### config.mk
export PLATFORM = sky130hd
export DESIGN_NAME = button_debounce_long_press_core
export DESIGN_NICKNAME = d
export VERILOG_FILES = /design/src/sv/bdlp_pkg.sv /design/src/sv/button_debounce_long_press_core.sv
export SDC_FILE = /design/constraint.sdc
export NUM_CORES = 1
export LEC_CHECK = 0
export BUFFER_PORTS_ARGS = -buffer_cell sky130_fd_sc_hd__buf_2
export CAP_MARGIN = 20
export CORE_MARGIN = 1.5
export CORE_UTILIZATION = 30
export DETAILED_ROUTE_END_ITERATION = 7
export PLACE_DENSITY = 0.52
export SLEW_MARGIN = 5
export SYNTH_ARGS = -nofsm -noshare
export SYNTH_HDL_FRONTEND = slang
export SYNTH_SLANG_ARGS = --single-unit
### constraint.sdc
create_clock -name clk -period 17.18 [get_ports clk]
set_input_delay 1.718 -clock clk [delete_from_list [all_inputs] [get_ports clk]]
set_output_delay 1.718 -clock clk [all_outputs]
set_load 0.01 [all_outputs]
### src/sv/bdlp_pkg.sv
package bdlp_pkg;

	localparam int unsigned DEB_W   = 4;
	localparam int unsigned HOLD_W  = 32;
	localparam int unsigned TIME_W  = 48;
	localparam int unsigned CFG_IDX_W  = 2;
	localparam int unsigned CFG_DATA_W = 32;

	localparam logic [DEB_W-1:0]  DEBOUNCE_COUNT_RESET = DEB_W'(2);
	localparam logic [HOLD_W-1:0] LONG_PRESS_US_RESET  = HOLD_W'(1500000);

	typedef enum logic [CFG_IDX_W-1:0] {
		CFG_DEBOUNCE_COUNT = 2'd0,
		CFG_LONG_PRESS_US  = 2'd1
	} cfg_reg_t;

	typedef struct packed {
		logic level_event;
		logic level_now;
		logic verdict_event;
		logic verdict_long;
	} result_t;

endpackage

### src/sv/button_debounce_long_press_core.sv
// Debounces a polled button level and classifies each press as short or long.
// One poll per transaction; a new poll is taken every cycle while out_ready allows,
// and each one yields exactly one result, passing through the input register and
// then the result register. The debounce counter, press timestamp and long-press flag update
// in the single pass from the input register to the result register, so back
// to back polls see each other's effect with no bubble. A poll with
// sample_valid low leaves the state alone and reports the current level.
// Hold time is now_us minus the press time, wrapping modulo 2^48, compared
// against long_press_us; the long verdict fires once per press and suppresses
// the short verdict on release. Configuration: index 0 debounce_count,
// index 1 long_press_us, other indexes ignored; write only while idle.
module button_debounce_long_press_core
	import bdlp_pkg::*;
(
	input  logic                  clk,
	input  logic                  arst_n,
	input  logic                  cfg_we,
	input  logic [CFG_IDX_W-1:0]  cfg_index,
	input  logic [CFG_DATA_W-1:0] cfg_wdata,
	input  logic                  in_valid,
	output logic                  in_ready,
	input  logic                  sample_valid,
	input  logic                  raw_pressed,
	input  logic [TIME_W-1:0]     now_us,
	output logic                  out_valid,
	input  logic                  out_ready,
	output logic                  level_event,
	output logic                  level_now,
	output logic                  verdict_event,
	output logic                  verdict_long
);

	logic [DEB_W-1:0]  debounce_count_q;
	logic [HOLD_W-1:0] long_press_us_q;

	logic              stable_level_q;
	logic [DEB_W-1:0]  agree_counter_q;
	logic [TIME_W-1:0] press_start_q;
	logic              long_done_q;

	logic              valid_s1;
	logic              sample_valid_s1;
	logic              raw_s1;
	logic [TIME_W-1:0] now_s1;

	logic              valid_s2;
	result_t           res_s2;

	logic              advance;
	logic              fire;

	logic              differs;
	logic [DEB_W-1:0]  cnt_inc;
	logic              flip;
	logic              level_nx;
	logic [DEB_W-1:0]  counter_nx;
	logic [TIME_W-1:0] start_nx;
	logic              done_mid;
	logic              done_nx;
	logic [TIME_W-1:0] elapsed;
	logic              long_hit;
	result_t           res_nx;

	assign advance  = !valid_s2 || out_ready;
	assign in_ready = !valid_s1 || advance;
	assign fire     = valid_s1 && advance;

	always_ff @(posedge clk or negedge arst_n) begin
		if (!arst_n) begin
			debounce_count_q <= DEBOUNCE_COUNT_RESET;
			long_press_us_q  <= LONG_PRESS_US_RESET;
		end else if (cfg_we) begin
			unique case (cfg_index)
				CFG_DEBOUNCE_COUNT: debounce_count_q <= cfg_wdata[DEB_W-1:0];
				CFG_LONG_PRESS_US:  long_press_us_q  <= cfg_wdata[HOLD_W-1:0];
				default: ;
			endcase
		end
	end

	// input register
	always_ff @(posedge clk or negedge arst_n) begin
		if (!arst_n) begin
			valid_s1 <= 1'b0;
		end else if (in_ready) begin
			valid_s1 <= in_valid;
		end
	end

	always_ff @(posedge clk) begin
		if (in_ready && in_valid) begin
			sample_valid_s1 <= sample_valid;
			raw_s1          <= raw_pressed;
			now_s1          <= now_us;
		end
	end

	always_comb begin
		differs    = raw_s1 != stable_level_q;
		cnt_inc    = agree_counter_q + DEB_W'(1);
		flip       = differs && (cnt_inc >= debounce_count_q);
		level_nx   = stable_level_q;
		counter_nx = agree_counter_q;
		start_nx   = press_start_q;
		done_mid   = long_done_q;
		res_nx     = '0;
		if (sample_valid_s1) begin
			if (!differs) begin
				counter_nx = '0;
			end else if (!flip) begin
				counter_nx = cnt_inc;
			end else begin
				counter_nx         = '0;
				level_nx           = raw_s1;
				res_nx.level_event = 1'b1;
				if (raw_s1) begin
					start_nx = now_s1;
					done_mid = 1'b0;
				end else if (!long_done_q) begin
					res_nx.verdict_event = 1'b1;
				end
			end
		end
		// hold time against the press start, wrapping
		elapsed  = now_s1 - start_nx;
		long_hit = sample_valid_s1 && level_nx && !done_mid &&
			(elapsed >= {{(TIME_W-HOLD_W){1'b0}}, long_press_us_q});
		done_nx  = done_mid || long_hit;
		if (long_hit) begin
			res_nx.verdict_event = 1'b1;
			res_nx.verdict_long  = 1'b1;
		end
		res_nx.level_now = level_nx;
	end

	always_ff @(posedge clk or negedge arst_n) begin
		if (!arst_n) begin
			stable_level_q  <= 1'b0;
			agree_counter_q <= '0;
			press_start_q   <= '0;
			long_done_q     <= 1'b0;
		end else if (fire) begin
			stable_level_q  <= level_nx;
			agree_counter_q <= counter_nx;
			press_start_q   <= start_nx;
			long_done_q     <= done_nx;
		end
	end

	// result register
	always_ff @(posedge clk or negedge arst_n) begin
		if (!arst_n) begin
			valid_s2 <= 1'b0;
		end else if (advance) begin
			valid_s2 <= valid_s1;
		end
	end

	always_ff @(posedge clk) begin
		if (fire) begin
			res_s2 <= res_nx;
		end
	end

	assign out_valid     = valid_s2;
	assign level_event   = res_s2.level_event;
	assign level_now     = res_s2.level_now;
	assign verdict_event = res_s2.verdict_event;
	assign verdict_long  = res_s2.verdict_long;

	a_long_has_event: assert property (@(posedge clk) disable iff (!arst_n)
		out_valid && verdict_long |-> verdict_event)
		else $error("long verdict without verdict event");

	a_long_while_held: assert property (@(posedge clk) disable iff (!arst_n)
		out_valid && verdict_long |-> level_now)
		else $error("long verdict while released");

	a_short_on_release: assert property (@(posedge clk) disable iff (!arst_n)
		out_valid && verdict_event && !verdict_long |-> level_event && !level_now)
		else $error("short verdict outside a release edge");

	a_fire_fills_output: assert property (@(posedge clk) disable iff (!arst_n)
		fire |=> out_valid)
		else $error("processed poll produced no result");

endmodule
==> results.cfg <==
[setup_path]
end_kind = register
cp.arrival_ns = 7.80
cp_max_fo = 28
path_common_cell = ha_1
cp.required_ns = 17.36
critPathKind = reg2reg
startpoint = agree_counter_q[0]
start_kind = register
ff2ff_setup_slack_ns = 9.56
cp_slowest_cell = and3_2
r2r-start = agree_counter_q[0]
slowest_delay_ns = 0.86

[global_route]
grt_overflow = 0
antenna_found_initial = 0
grt_use_total_pct = 15.5
grt_pass1_vias = 7410
grt_pass1_wl_um = 40000
grt_max_degree = 74

[clock_network]
htree_levels = 4
cts_root_buf = clkbuf_16
post_cts_buffers = 0
clock-sinks = 146
cts_resized = 0
cts_tree = built
numCtsBuffers = 17
cts_max_path_buffers = 2
clk_pin_slew_ns = 0.06
clk_latency_ns = 0.44
cts_hold_repair.buffers = 0

[timing]
rsz0062_at_grt = no
clock_skew_ns = 0.0119
tightest_slew_ns = 0.904
period_needed_ns = 7.62
drv_slew = 0
period_share_pct = 44.4
hold_viol_final = 0
clock.fmax_mhz = 131
fin_tns_setup_ns = 0
final.setup.worst_slack_ns = 9.56
setup_violations = 0
slew_headroom_pct = 38.9

[synth]
synth_seq_area_share_pct = 40.8
synth-seq-cells = 146
avgSynthCellArea_um2 = 10.4
synth_fp_nets = 1106
synth_area_leader_cell = dfrtp_1
syn_inst = 931
yosysTopAreaCellShare_pct = 21.0
ys_warn_count = 0
synth.distinct_cells = 73
async_flop_share_pct = 63.0
synth_edf_count = 54
synth.area.top_cells = dfrtp_1, edfxtp_1, ha_1
ys.flop_type = dfrtp_1
synth_area_um2 = 9640

[die]
row_count = 65
core_um2 = 31600
io_pins = 95
dieArea_um2 = 33200
start_util_pct = 30.5
die_x_um = 182
die_y_um = 182

[route]
vias = 7287
drt-total-wl_um = 24700
first_pass_iters = 5
first_iter_violations = 459
antenna_left = 0
wl_per_cell_um = 17.3
drcViolationCount = 0
vias_per_cell = 5.10

[place]
dp_slack_ns = 9.53
gp_congestion = 0.864
hpwl_um = 18700
io_buffers = 94

[run_status]
status = completed

[cells_and_area]
syn2layout_area_growth_pct = 15.6
layout.nets = 1188
n_antenna_cell = 0
drive_above_1_share_pct = 23.8

[pwr]
pwr_density_cell_nw_per_um2 = 133
p_leak_uw = 0.00464
irDropWorstVdd_uv = 59.8

[run]
cap_violations = 0

[hold_path]
hp-start = valid_s1
hold_class = reg2reg
[final timing paths]
kind	cells past startpoint	end
worst max-delay path	28	verdict_event
worst min-delay path	1	out_valid
worst max register to register	28	verdict_event
worst min register to register	1	out_valid
max in group asynchronous	3	long_press_us_q[25]
min in group asynchronous	1	long_press_us_q[7]
[cells in the mapped netlist (4+ instances only)]
library cell  number
o21ai_0           49
o2111ai_1          4
and2_1             4
buf_2              6
a21o_1            10
nand2_1           77
a21oi_1           74
nand4_1           20
nand3b_1           5
o211ai_1           4
nand3_1            9
nor2_1            42
dfrtp_1           81
edfxtp_1          54
dfstp_2           11
mux2i_1           54
a211oi_1           5
and3_1             9
a31oi_1            9
xor2_1            18
nand2b_1          10
inv_1             52
clkbuf_1          23
nor2b_1            5
ha_1              85
buf_1              7
mux2_2            83
o21a_1             5
o21ai_1            4
nor3_1            21
xnor2_1           20
[worst max-delay path, delay by kind of cell (launching register included)]
family	cells	cell delay (ns)
AO/OA/AOI/OAI	11	2.68
AND/OR/NAND/NOR	10	2.52
adder cells (fa/ha/maj)	4	1.14
flip-flops	1	0.42
XOR/XNOR	2	0.33
multiplexers	1	0.27
[where the power goes]
group | internal [uW] | switching [uW] | leakage (uW)
clock | 230 | 159 | 0.000290
combinational | 266 | 373 | 0.00267
sequential | 423 | 31.9 | 0.00168
[cells by family after synthesis]
| logic type | synth area share, % |
|---|---|
| AO/OA/AOI/OAI | 13.9 |
| XOR/XNOR | 3.45 |
| adder cells (fa/ha/maj) | 11.2 |
| buffers and inverters | 3.62 |
| flip-flops | 40.8 |
| multiplexers | 15.3 |
| AND/OR/NAND/NOR | 11.7 |
[area by class of cell]
class                           instances  area [um2]
Clock buffer                           17         425
Clock inverter                         15         184
Fill cell                            3218       20500
Inverter                               52         195
Multi-Input combinational cell        696        5360
Sequential cell                       146        3940
Tap cell                              402         503
Timing Repair Buffer                  100         538
[flip-flops by register name, indices dropped and copies added, names as in the netlist, 4 cells and up]
register and count:
debounce_count_q 4, press_start_q 48, agree_counter_q 4, long_press_us_q 32, now_s1 48
[stage by stage]
stage	instances	area, um2	util (%)	hold slack (ns)	power [uW]
3_3_place_gp	1395	10500	33.2	0.459	1100
2_1_floorplan	931	9640	-	0.450	930
4_1_cts	1427	11100	35.1	0.481	1500
6_report	1428	11100	35.2	0.482	1480
3_5_place_dp	1395	10500	33.2	0.467	1100
5_1_grt	1428	11100	35.2	0.521	1600
[layer usage]
layer | global-route usage [%] | vias to the layer above | part of all wire [%]
li1 | - | 3616 | -
met1 | 21.1 | 3512 | 50
met2 | 25.1 | 132 | 46
met3 | 2.20 | 27 | 2.4
met4 | 5.55 | 0 | 2.0
met5 | 0 | - | 0
[cell usage in the layout, fill, tap and decap left out, types with 21 or more instances in the layout]
cell / count
o21ai_0: 49
a21oi_1: 74
dfrtp_1: 81
ha_1: 85
mux2_2: 83
nor2_1: 42
buf_2: 93
nor3_1: 21
nand2_1: 77
mux2i_1: 54
inv_1: 52
edfxtp_1: 54
Power figures use the tool's default switching activity.
